--- src/rtl/mvfd_pkg.sv ---
// ----------------------------------------------------------------------------
// mvfd_pkg
// Shared types, constants and the CRC-16/X25 byte update for the MAVLink v1
// flow / distance frame parser.
// ----------------------------------------------------------------------------
package mvfd_pkg;

	localparam logic [7:0]  START_MARK   = 8'hFE;
	localparam logic [15:0] CRC_INIT     = 16'hFFFF;
	localparam logic [15:0] CRC_POLY     = 16'h8408;
	localparam logic [7:0]  ID_FLOW      = 8'd100;
	localparam logic [7:0]  ID_DIST      = 8'd132;
	localparam logic [7:0]  EXTRA_FLOW   = 8'd175;
	localparam logic [7:0]  EXTRA_DIST   = 8'd85;
	localparam logic [7:0]  MIN_LEN_FLOW = 8'd26;
	localparam logic [7:0]  MIN_LEN_DIST = 8'd10;

	localparam logic KIND_FLOW = 1'b0;
	localparam logic KIND_DIST = 1'b1;

	// One result, lowest field last in the declaration.
	typedef struct packed {
		logic [15:0] distance_cm;
		logic [7:0]  flow_quality;
		logic [15:0] flow_y;
		logic [15:0] flow_x;
		logic        fields_updated;
		logic        message_kind;
	} mvfd_result_t;

	// Reflected CRC-16/X25 update for one byte, no final xor.
	function automatic logic [15:0] crc_feed(input logic [15:0] crc, input logic [7:0] b);
		logic [15:0] c;
		c = crc ^ {8'h00, b};
		for (int k = 0; k < 8; k++) begin
			if (c[0]) begin
				c = (c >> 1) ^ CRC_POLY;
			end else begin
				c = c >> 1;
			end
		end
		return c;
	endfunction

endpackage

--- src/rtl/mvfd_parser.sv ---
// ----------------------------------------------------------------------------
// mvfd_parser
// Frame state machine: header walk, payload capture, CRC check and the
// flow / distance snapshot. One byte is consumed per byte_valid cycle.
// ----------------------------------------------------------------------------
module mvfd_parser import mvfd_pkg::*; (
	input  logic         clk,
	input  logic         arst_n,
	input  logic         byte_valid,
	input  logic [7:0]   rx_byte,
	output logic         res_valid,
	output mvfd_result_t res
);

	localparam logic [3:0] PH_WAIT    = 4'd0;
	localparam logic [3:0] PH_LEN     = 4'd1;
	localparam logic [3:0] PH_SEQ     = 4'd2;
	localparam logic [3:0] PH_SYS     = 4'd3;
	localparam logic [3:0] PH_COMP    = 4'd4;
	localparam logic [3:0] PH_MSGID   = 4'd5;
	localparam logic [3:0] PH_PAYLOAD = 4'd6;
	localparam logic [3:0] PH_CRCL    = 4'd7;
	localparam logic [3:0] PH_CRCH    = 4'd8;

	logic [3:0]  phase_q, phase_d;
	logic [7:0]  len_q, len_d;
	logic [15:0] crc_q, crc_d;
	logic [7:0]  pos_q, pos_d;
	logic [7:0]  msgid_q, msgid_d;
	logic [7:0]  crcl_q, crcl_d;
	logic [7:0]  cap_q [8];
	logic [15:0] snap_fx_q, snap_fx_d;
	logic [15:0] snap_fy_q, snap_fy_d;
	logic [7:0]  snap_ql_q, snap_ql_d;
	logic [15:0] snap_dist_q, snap_dist_d;

	logic [15:0] crc_byte;
	logic [15:0] crc_extra;
	logic [7:0]  pos_inc;
	logic        is_flow;
	logic        crc_ok;
	logic        upd;

	assign crc_byte  = crc_feed(crc_q, rx_byte);
	assign is_flow   = (msgid_q == ID_FLOW);
	assign crc_extra = crc_feed(crc_q, is_flow ? EXTRA_FLOW : EXTRA_DIST);
	assign crc_ok    = (crc_extra == {rx_byte, crcl_q});
	assign pos_inc   = pos_q + 8'd1;

	always_comb begin
		phase_d     = phase_q;
		len_d       = len_q;
		crc_d       = crc_q;
		pos_d       = pos_q;
		msgid_d     = msgid_q;
		crcl_d      = crcl_q;
		snap_fx_d   = snap_fx_q;
		snap_fy_d   = snap_fy_q;
		snap_ql_d   = snap_ql_q;
		snap_dist_d = snap_dist_q;
		upd         = 1'b0;
		res_valid   = 1'b0;
		case (phase_q)
			PH_WAIT: begin
				if (rx_byte == START_MARK) begin
					phase_d = PH_LEN;
				end
			end
			PH_LEN: begin
				len_d   = rx_byte;
				pos_d   = 8'd0;
				crc_d   = crc_feed(CRC_INIT, rx_byte);
				phase_d = PH_SEQ;
			end
			PH_SEQ: begin
				crc_d   = crc_byte;
				phase_d = PH_SYS;
			end
			PH_SYS: begin
				crc_d   = crc_byte;
				phase_d = PH_COMP;
			end
			PH_COMP: begin
				crc_d   = crc_byte;
				phase_d = PH_MSGID;
			end
			PH_MSGID: begin
				msgid_d = rx_byte;
				crc_d   = crc_byte;
				if (rx_byte != ID_FLOW && rx_byte != ID_DIST) begin
					phase_d = PH_WAIT;
					pos_d   = 8'd0;
				end else if (len_q != 8'd0) begin
					phase_d = PH_PAYLOAD;
				end else begin
					phase_d = PH_CRCL;
				end
			end
			PH_PAYLOAD: begin
				crc_d = crc_byte;
				pos_d = pos_inc;
				if (pos_inc == len_q) begin
					phase_d = PH_CRCL;
				end
			end
			PH_CRCL: begin
				crcl_d  = rx_byte;
				phase_d = PH_CRCH;
			end
			PH_CRCH: begin
				crc_d = crc_extra;
				if (crc_ok) begin
					res_valid = 1'b1;
					if (is_flow) begin
						if (len_q >= MIN_LEN_FLOW) begin
							snap_fx_d = {cap_q[3], cap_q[2]};
							snap_fy_d = {cap_q[5], cap_q[4]};
							snap_ql_d = cap_q[7];
							upd       = 1'b1;
						end
					end else if (len_q >= MIN_LEN_DIST) begin
						snap_dist_d = {cap_q[1], cap_q[0]};
						upd         = 1'b1;
					end
				end
				phase_d = PH_WAIT;
				pos_d   = 8'd0;
			end
			default: begin
				phase_d = PH_WAIT;
				pos_d   = 8'd0;
			end
		endcase
		res_valid = res_valid & byte_valid;
	end

	// Result carries the snapshot as it stands after this frame.
	always_comb begin
		res.message_kind   = is_flow ? KIND_FLOW : KIND_DIST;
		res.fields_updated = upd;
		res.flow_x         = snap_fx_d;
		res.flow_y         = snap_fy_d;
		res.flow_quality   = snap_ql_d;
		res.distance_cm    = snap_dist_d;
	end

	always_ff @(posedge clk or negedge arst_n) begin
		if (!arst_n) begin
			phase_q     <= PH_WAIT;
			len_q       <= 8'd0;
			crc_q       <= CRC_INIT;
			pos_q       <= 8'd0;
			msgid_q     <= 8'd0;
			crcl_q      <= 8'd0;
			snap_fx_q   <= 16'd0;
			snap_fy_q   <= 16'd0;
			snap_ql_q   <= 8'd0;
			snap_dist_q <= 16'd0;
		end else if (byte_valid) begin
			phase_q     <= phase_d;
			len_q       <= len_d;
			crc_q       <= crc_d;
			pos_q       <= pos_d;
			msgid_q     <= msgid_d;
			crcl_q      <= crcl_d;
			snap_fx_q   <= snap_fx_d;
			snap_fy_q   <= snap_fy_d;
			snap_ql_q   <= snap_ql_d;
			snap_dist_q <= snap_dist_d;
		end
	end

	// Kept payload bytes: 8-9 into slots 0-1, 20-25 into slots 2-7.
	always_ff @(posedge clk) begin
		if (byte_valid && phase_q == PH_PAYLOAD) begin
			if (pos_q == 8'd8) begin
				cap_q[0] <= rx_byte;
			end
			if (pos_q == 8'd9) begin
				cap_q[1] <= rx_byte;
			end
			for (int i = 0; i < 6; i++) begin
				if (pos_q == 8'(20 + i)) begin
					cap_q[i + 2] <= rx_byte;
				end
			end
		end
	end

endmodule

--- src/rtl/mvfd_out_reg.sv ---
// ----------------------------------------------------------------------------
// mvfd_out_reg
// Result register on the master side; frees the slave side whenever the
// register is empty or being drained in the same cycle.
// ----------------------------------------------------------------------------
module mvfd_out_reg import mvfd_pkg::*; (
	input  logic         clk,
	input  logic         arst_n,
	input  logic         load,
	input  mvfd_result_t load_res,
	output logic         can_load,
	output logic         out_valid,
	input  logic         out_ready,
	output mvfd_result_t out_res
);

	logic         valid_q;
	mvfd_result_t res_q;

	assign can_load  = !valid_q || out_ready;
	assign out_valid = valid_q;
	assign out_res   = res_q;

	always_ff @(posedge clk or negedge arst_n) begin
		if (!arst_n) begin
			valid_q <= 1'b0;
		end else if (can_load) begin
			valid_q <= load;
		end
	end

	always_ff @(posedge clk) begin
		if (can_load && load) begin
			res_q <= load_res;
		end
	end

endmodule

--- src/rtl/mavlink_v1_flow_distance_parser_top.sv ---
// ----------------------------------------------------------------------------
// mavlink_v1_flow_distance_parser_top
// MAVLink v1 byte-stream parser for optical flow (id 100) and distance
// sensor (id 132) frames, CRC-16/X25 checked, with a running snapshot.
// ----------------------------------------------------------------------------
//
//  channel | dir | tdata                         | tuser                  | tlast
//  --------+-----+-------------------------------+------------------------+------
//  s_*     | in  | [7:0] rx_byte                 | -                      | -
//  m_*     | out | flow_x, flow_y, quality, dist | message_kind, updated  | -
//
//  One byte per cycle while s_tready is high: each accepted byte goes through
//  the frame state machine and the byte-wide CRC update in the cycle it is
//  accepted. A frame with a good CRC loads one result into the output
//  register on its last CRC byte; other bytes produce no result.
//  s_tready drops only while a result sits in the output register and
//  m_tready is low. Reset (arst_n low) returns to hunting for 0xFE and
//  clears the snapshot to zero.
//
module mavlink_v1_flow_distance_parser_top import mvfd_pkg::*; (
	input  logic        clk,
	input  logic        arst_n,
	input  logic        s_tvalid,
	output logic        s_tready,
	input  logic [7:0]  s_tdata,   // [7:0] rx_byte
	output logic        m_tvalid,
	input  logic        m_tready,
	output logic [55:0] m_tdata,   // [15:0] flow_x, [31:16] flow_y,
	                               // [39:32] flow_quality, [55:40] distance_cm
	output logic [1:0]  m_tuser    // [0] message_kind, [1] fields_updated
);

	logic         byte_take;
	logic         res_valid;
	mvfd_result_t res;
	mvfd_result_t out_res;
	logic         can_load;

	// A byte is taken whenever the output register can absorb its result.
	assign s_tready  = can_load;
	assign byte_take = s_tvalid && can_load;

	mvfd_parser u_parser (
		.clk        (clk),
		.arst_n     (arst_n),
		.byte_valid (byte_take),
		.rx_byte    (s_tdata),
		.res_valid  (res_valid),
		.res        (res)
	);

	mvfd_out_reg u_out_reg (
		.clk       (clk),
		.arst_n    (arst_n),
		.load      (res_valid),
		.load_res  (res),
		.can_load  (can_load),
		.out_valid (m_tvalid),
		.out_ready (m_tready),
		.out_res   (out_res)
	);

	// Stream packing, lowest field last.
	assign m_tdata = {out_res.distance_cm, out_res.flow_quality,
	                  out_res.flow_y, out_res.flow_x};
	assign m_tuser = {out_res.fields_updated, out_res.message_kind};

endmodule

--- config.mk ---
export PLATFORM = sky130hd
export DESIGN_NAME = mavlink_v1_flow_distance_parser_top
export DESIGN_NICKNAME = d
export VERILOG_FILES = /design/src/rtl/mvfd_pkg.sv /design/src/rtl/mvfd_parser.sv /design/src/rtl/mvfd_out_reg.sv /design/src/rtl/mavlink_v1_flow_distance_parser_top.sv
export SDC_FILE = /design/constraint.sdc
export NUM_CORES = 1
export LEC_CHECK = 0
export BUFFER_PORTS_ARGS = -buffer_cell sky130_fd_sc_hd__buf_2
export CAP_MARGIN = 20
export CORE_MARGIN = 8
export CORE_UTILIZATION = 60
export DETAILED_ROUTE_END_ITERATION = 7
export PLACE_DENSITY_LB_ADDON = 0.2
export SETUP_SLACK_MARGIN = 0.1
export SLEW_MARGIN = 20
export SYNTH_ARGS = -nofsm -noshare
export SYNTH_HDL_FRONTEND = slang
export SYNTH_SLANG_ARGS = --single-unit
--- constraint.sdc ---
create_clock -name clk -period 6.89 [get_ports clk]
set_input_delay 1.0335 -clock clk [delete_from_list [all_inputs] [get_ports clk]]
set_output_delay 1.0335 -clock clk [all_outputs]
set_load 0.1 [all_outputs]
; After elaboration in Yosys (flattened, before gate mapping)
; Memory sizes are Yosys's and may differ from the RTL's.
; Cells that the tools add are included.
[word_totals]
input_bits = 12
memories = 1
mem_bits_rw = 64
register_bits = 167
wordCells = 207
out_inout_bits = 60
[memory_table]
columns = memory, depth, word_bits, rd, rd_ports_with_merged_regs, write_ports, line
row1 = u_parser.cap_q, 8, 8, 7, 0, 1, mvfd_parser.sv:31  ; logic [7:0] cap_q [8];
[classes]
eq_ne = 25
n_addsub = 1
n_mux = 107
bitwise_logic = 29
n_reduce_logical = 25
n_lt_le_gt_ge = 2
[ops]
columns = op, n
row1 = $mux 16, 43
row2 = $mux 8, 13
row3 = $not 2->3, 24
row4 = $reduce_or 8->1, 7
row5 = $eq 8x5->1 const B, 6
row6 = $pmux 16 s3, 1
row7 = $mux 1, 38
row8 = $pmux 4 s8, 1
row9 = $xor 16x8->16, 2
row10 = $pmux 8 s3, 1
row11 = $mux 3, 7
row12 = $eq 16x16->1, 1
row13 = $eq 4x3->1 const B, 4
row14 = $eq 8x4->1 const B, 2
row15 = $not 8->16, 1
row16 = $mux 4, 3
row17 = $reduce_and 2->1, 5
row18 = $reduce_or 5->1, 2
row19 = $add 8x1->8 const B, 1
row20 = $eq 4x2->1 const B, 2
row21 = $eq 8x7->1 const B, 1
row22 = $eq 8x8->1, 1
row23 = $eq 8x8->1 const B, 1
row24 = $ge 8x4->1 const B, 1
row25 = other kinds (15), 21

; Depth between registers and ports, before layout
[logic_depth]
ltp_word = 25
mapped_depth = 9
mapped_depth_nobuf = 7

; By module
; A second synthesis with hierarchy kept.
[unflattened]
cells_unflattened = 719
hier_area_um2 = 10024.6
[modules_own_cells]
columns = module, cells_each, n_inst, area_per_inst_um2
row1 = mvfd_parser, 656, 1, 8222.9
row2 = mvfd_out_reg, 62, 1, 1795.5
row3 = mavlink_v1_flow_distance_parser_top, 1, 1, 6.3

; Worst setup path after synthesis
; OpenSTA, ideal clock, no wires.
[synth_path]
path_type = input-to-reg
from = input s_tdata[0]
to = register u_out_reg.res_q, in the netlist u_out_reg.out_res[0] (enable)
stages = 7
required_time_ns = 6.416
path_slack_ns = 1.160
arrival_ns = 5.255
cell_sequence = buf_2 xnor2_1 or3_1 a22oi_1 nand4_2 or4b_2 nor2_1
[synth_between]
elab_chain_cells = 5
[synth_lines]
columns = item, line
row1 = "start, declared", mavlink_v1_flow_distance_parser_top.sv:25  ; input logic [7:0] s_tdata,
row2 = $eq 16x16->1, mvfd_parser.sv:47  ; assign crc_ok = (crc_extra == {rx_byte, crcl_q});
row3 = $mux 1, mvfd_parser.sv:112  ; if (crc_ok) begin
row4 = $mux 1, mvfd_parser.sv:63  ; case (phase_q)
row5 = $and 1x1->1, mvfd_parser.sv:134  ; res_valid = res_valid & byte_valid;
row6 = $logic_and 1x1->1, mvfd_out_reg.sv:33  ; if (can_load && load) begin
row7 = "end signal, assigned", mvfd_out_reg.sv:34  ; res_q <= load_res;
row8 = "end, declared", mvfd_out_reg.sv:18  ; mvfd_result_t res_q;
; No other way between the ends.
; A chain may end at the register's enable or synchronous reset.

; Worst setup path after layout
[layout_path]
from = input s_tdata[2]
to = register u_out_reg.res_q, in the netlist u_out_reg.out_res[23] (enable)
; The elaborated chain is that of the path after synthesis.

==> summary.txt <==
Clocking
  • Clk_lat worst skew: 0.51 ns
  • Clk pin slew, worst setup/hold paths: 0.06 ns
  • Cts hold-fix bufs: 0
  • CTS H-tree depth: 1
  • Setup repair bufs after CTS: 0
  • Number of CTS-inserted buffers: 23
  • CTS tree: yes
  • Worst-case clock buffer depth: 3
  • Sink Count: 223
  • Clock root cell: clkbuf_16
  • PostCTS Resize Cnt: 0

Power and ir drop
  • VDD IR max: 280 uV
  • Cell area power density: 356 nW/um2
  • Pleak: 0.00487 uW

Drt
  • Vias: 5,850
  • Vias/cell: 5.92
  • Final ANT Viol Nets: 0
  • Pre-antenna DRT Iters: 5
  • WL final: 20,600 um
  • DRC Markers: 0
  • Initial drt markers: 430
  • Drt wl/cell: 20.9 um

Synth
  • #FFs+latches synth: 223
  • Avg Cell Area, Syn: 14.4 um2
  • Cell taking the most area after synthesis: edfxtp_1
  • Synth top area share: 0.347
  • Synthesized net count: 702
  • Synth top area cells: edfxtp_1 (35%), dfrtp_1 (24%), mux2_2 (13%)
  • Warnings, synthesis: 0
  • Unique cell type count in the Yosys netlist: 59
  • EDFF count, synth: 114
  • Dominant synthesized flop cell: edfxtp_1
  • Register area share after synthesis: 0.626
  • Synthesized cell area: 9860 um2
  • Ys async rst share: 0.489
  • Cells after Synth: 686

Job
  • Max Cap Violations: 0

Placed design
  • DP Cell Count: 945
  • Number of buffers added on ports: 71
  • HPWL Detailed: 13,100 um
  • GPL Wtd Cong: 0.890
  • Post-Place Setup Slack: 2.14 ns

Die
  • Die area: 20,800 um2
  • Die Wd: 144 um
  • I/O Pins: 72
  • Die height: 144 um
  • Rows: 47
  • Starting density of the core: 0.603
  • Placeable Area: 16,300 um2

Global route
  • M1 GR Usage: 0.262
  • First-pass GRT wire length: 32,100 um
  • Pin count of the biggest net entering global routing: 72
  • Antenna violations before repair: 0
  • Most Crowded Layer GR: met2
  • GR Layer Usage met2: 0.335
  • Vias in the first global route: 5,858
  • Total track usage: 0.201
  • GRT Residual Overflow: 0
  • GR Util met3: 0.0366

Timing
  • FMAX: 235 MHz
  • Final WS setup: 2.64 ns
  • Clock skew after layout: 0.0170 ns
  • Period utilisation layout: 0.616
  • Slew Limit Fails: 0
  • Rel. slew slack: 0.323
  • Setup TNS: 0 ns
  • RSZ-0062 raised after global routing: false
  • Post-layout min period: 4.25 ns
  • Worst Tran Pin Value: 1.01 ns
  • # setup viols final: 0
  • Final number of hold-violating endpoints: 0

Layout
  • Synth-to-Final Area Change: 13.8%
  • Number of inserted diodes: 0
  • Share of cells above drive strength 1: 0.342
  • Commonest non-fill, non-tap cells in the layout: mux2_2 (114), edfxtp_1 (114), dfrtp_1 (93), buf_2 (70), xnor2_1 (37)
  • Fin nets: 768
  • Post-route insts no fill: 989

Worst hold path
  • Worst min path class: reg2reg

Worst setup path
  • CP Class: in2reg
  • CP Cell Sequence: buf_2 -> xnor2_1 -> or3_1 -> a22oi_1 -> nand4_2 -> or4b_2 -> nor2_4 -> buf_4
  • Slowest CP cell: or4b_2
  • Worst setup SP type: input port
  • Max stage delay on crit path: 0.81 ns
  • CP endpoint kind: flip-flop
  • CP required: 7.05 ns
  • CP arrival: 4.40 ns
  • Critical-path maximum fanout: 34

Status
  • Run status: finished clean
-- flip-flops by register name, indices dropped and copies added, names as in the netlist, 4 cells and up --
name	flops
u_parser.snap_fy_q	16
u_parser.len_q	8
u_parser.snap_fx_q	16
u_parser.crcl_q	8
u_parser.pos_q	8
u_parser.snap_ql_q	8
u_out_reg.out_res	58
u_parser.msgid_q	8
u_parser.phase_q	4
u_parser.snap_dist_q	16
u_parser.crc_q	16
u_parser.cap_q	56
-- area by class of cell --
type                    count  area [um2]
clock buffers              26         597
clock inverters            16         228
fillers                  1127        5130
inverters                  11        41.3
multi-input cells         413        3470
flip-flops and latches    223        6170
well taps                 220         275
repair buffers             80         435
-- critical path, delay by kind of cell --
kind            cells  cell delay (ns)
compound gates      1             0.18
xor+xnor            1             0.16
buf+inv             2             0.93
simple gates        4             2.07
-- metal layers --
layer	up-vias	share of wire
met1	2940	0.42
met5	-	0
met3	39	0.069
li1	2654	-
met4	0	0.025
met2	217	0.48
-- stage by stage --
| stage | util | total power [uW] | hold slack, ns | cell area, um2 |
|---|---|---|---|---|
| finish | 0.686 | 3990 | 0.481 | 11200 |
| global route | 0.686 | 4180 | 0.499 | 11200 |
| CTS | 0.684 | 4010 | 0.486 | 11200 |
| detailed placement | 0.634 | 2670 | 0.472 | 10400 |
| global placement | 0.634 | 2640 | 0.461 | 10400 |
| floorplan | - | 2460 | 0.450 | 9860 |
-- synthesized netlist by cell type, types with 4 or more instances --
cell,n
edfxtp_1,114
mux2_2,114
dfrtp_1,93
nor2_1,37
xnor2_1,37
mux2_1,25
nand2_1,23
o21ai_0,23
clkbuf_1,22
a21oi_1,20
dfstp_2,16
xor2_1,15
nand3_1,12
a31oi_1,11
inv_1,10
and2_1,8
or3_1,7
buf_2,6
buf_4,6
nand4_1,6
nor3_1,6
o22ai_1,6
a22oi_1,4
buf_6,4
ha_1,4
xor2_2,4
-- final timing paths --
kind | from | to | slack, ns | depth (start not counted)
max reg2reg | u_parser.phase_q[1]$_DFFE_PN0P_ | u_out_reg.out_res[23]$_DFFE_PP_ | 2.70 | 7
min | u_parser.snap_fx_q[6]$_DFFE_PN0P_ | u_parser.snap_fx_q[6]$_DFFE_PN0P_ | 0.48 | 1
min reg2reg | u_parser.snap_fx_q[6]$_DFFE_PN0P_ | u_parser.snap_fx_q[6]$_DFFE_PN0P_ | 0.48 | 1
min in group asynchronous | arst_n | u_parser.snap_fx_q[9]$_DFFE_PN0P_ | 0.50 | 1
max | s_tdata[2] | u_out_reg.out_res[23]$_DFFE_PP_ | 2.64 | 8
max in group asynchronous | arst_n | u_parser.snap_dist_q[1]$_DFFE_PN0P_ | 5.07 | 2
-- kinds of logic (layout without fill, tap and decap cells) --
| logic type | count (synthesis) | after routing | synth area share |
|---|---|---|---|
| adder cells (fa/ha/maj) | 4 | 4 | 0.00508 |
| flip-flops | 223 | 223 | 0.626 |
| buffers and inverters | 50 | 133 | 0.0251 |
| multiplexers | 142 | 142 | 0.162 |
| XOR/XNOR | 58 | 58 | 0.0576 |
| AND/OR/NAND/NOR | 121 | 121 | 0.0683 |
| AO/OA/AOI/OAI | 88 | 88 | 0.0555 |
-- power by group --
group | switching [uW] | internal (uW) | total, uW
Clock | 492 | 846 | 1340
Sequential | 159 | 1550 | 1710
Combinational | 515 | 427 | 942
Power figures use the tool's default switching activity.
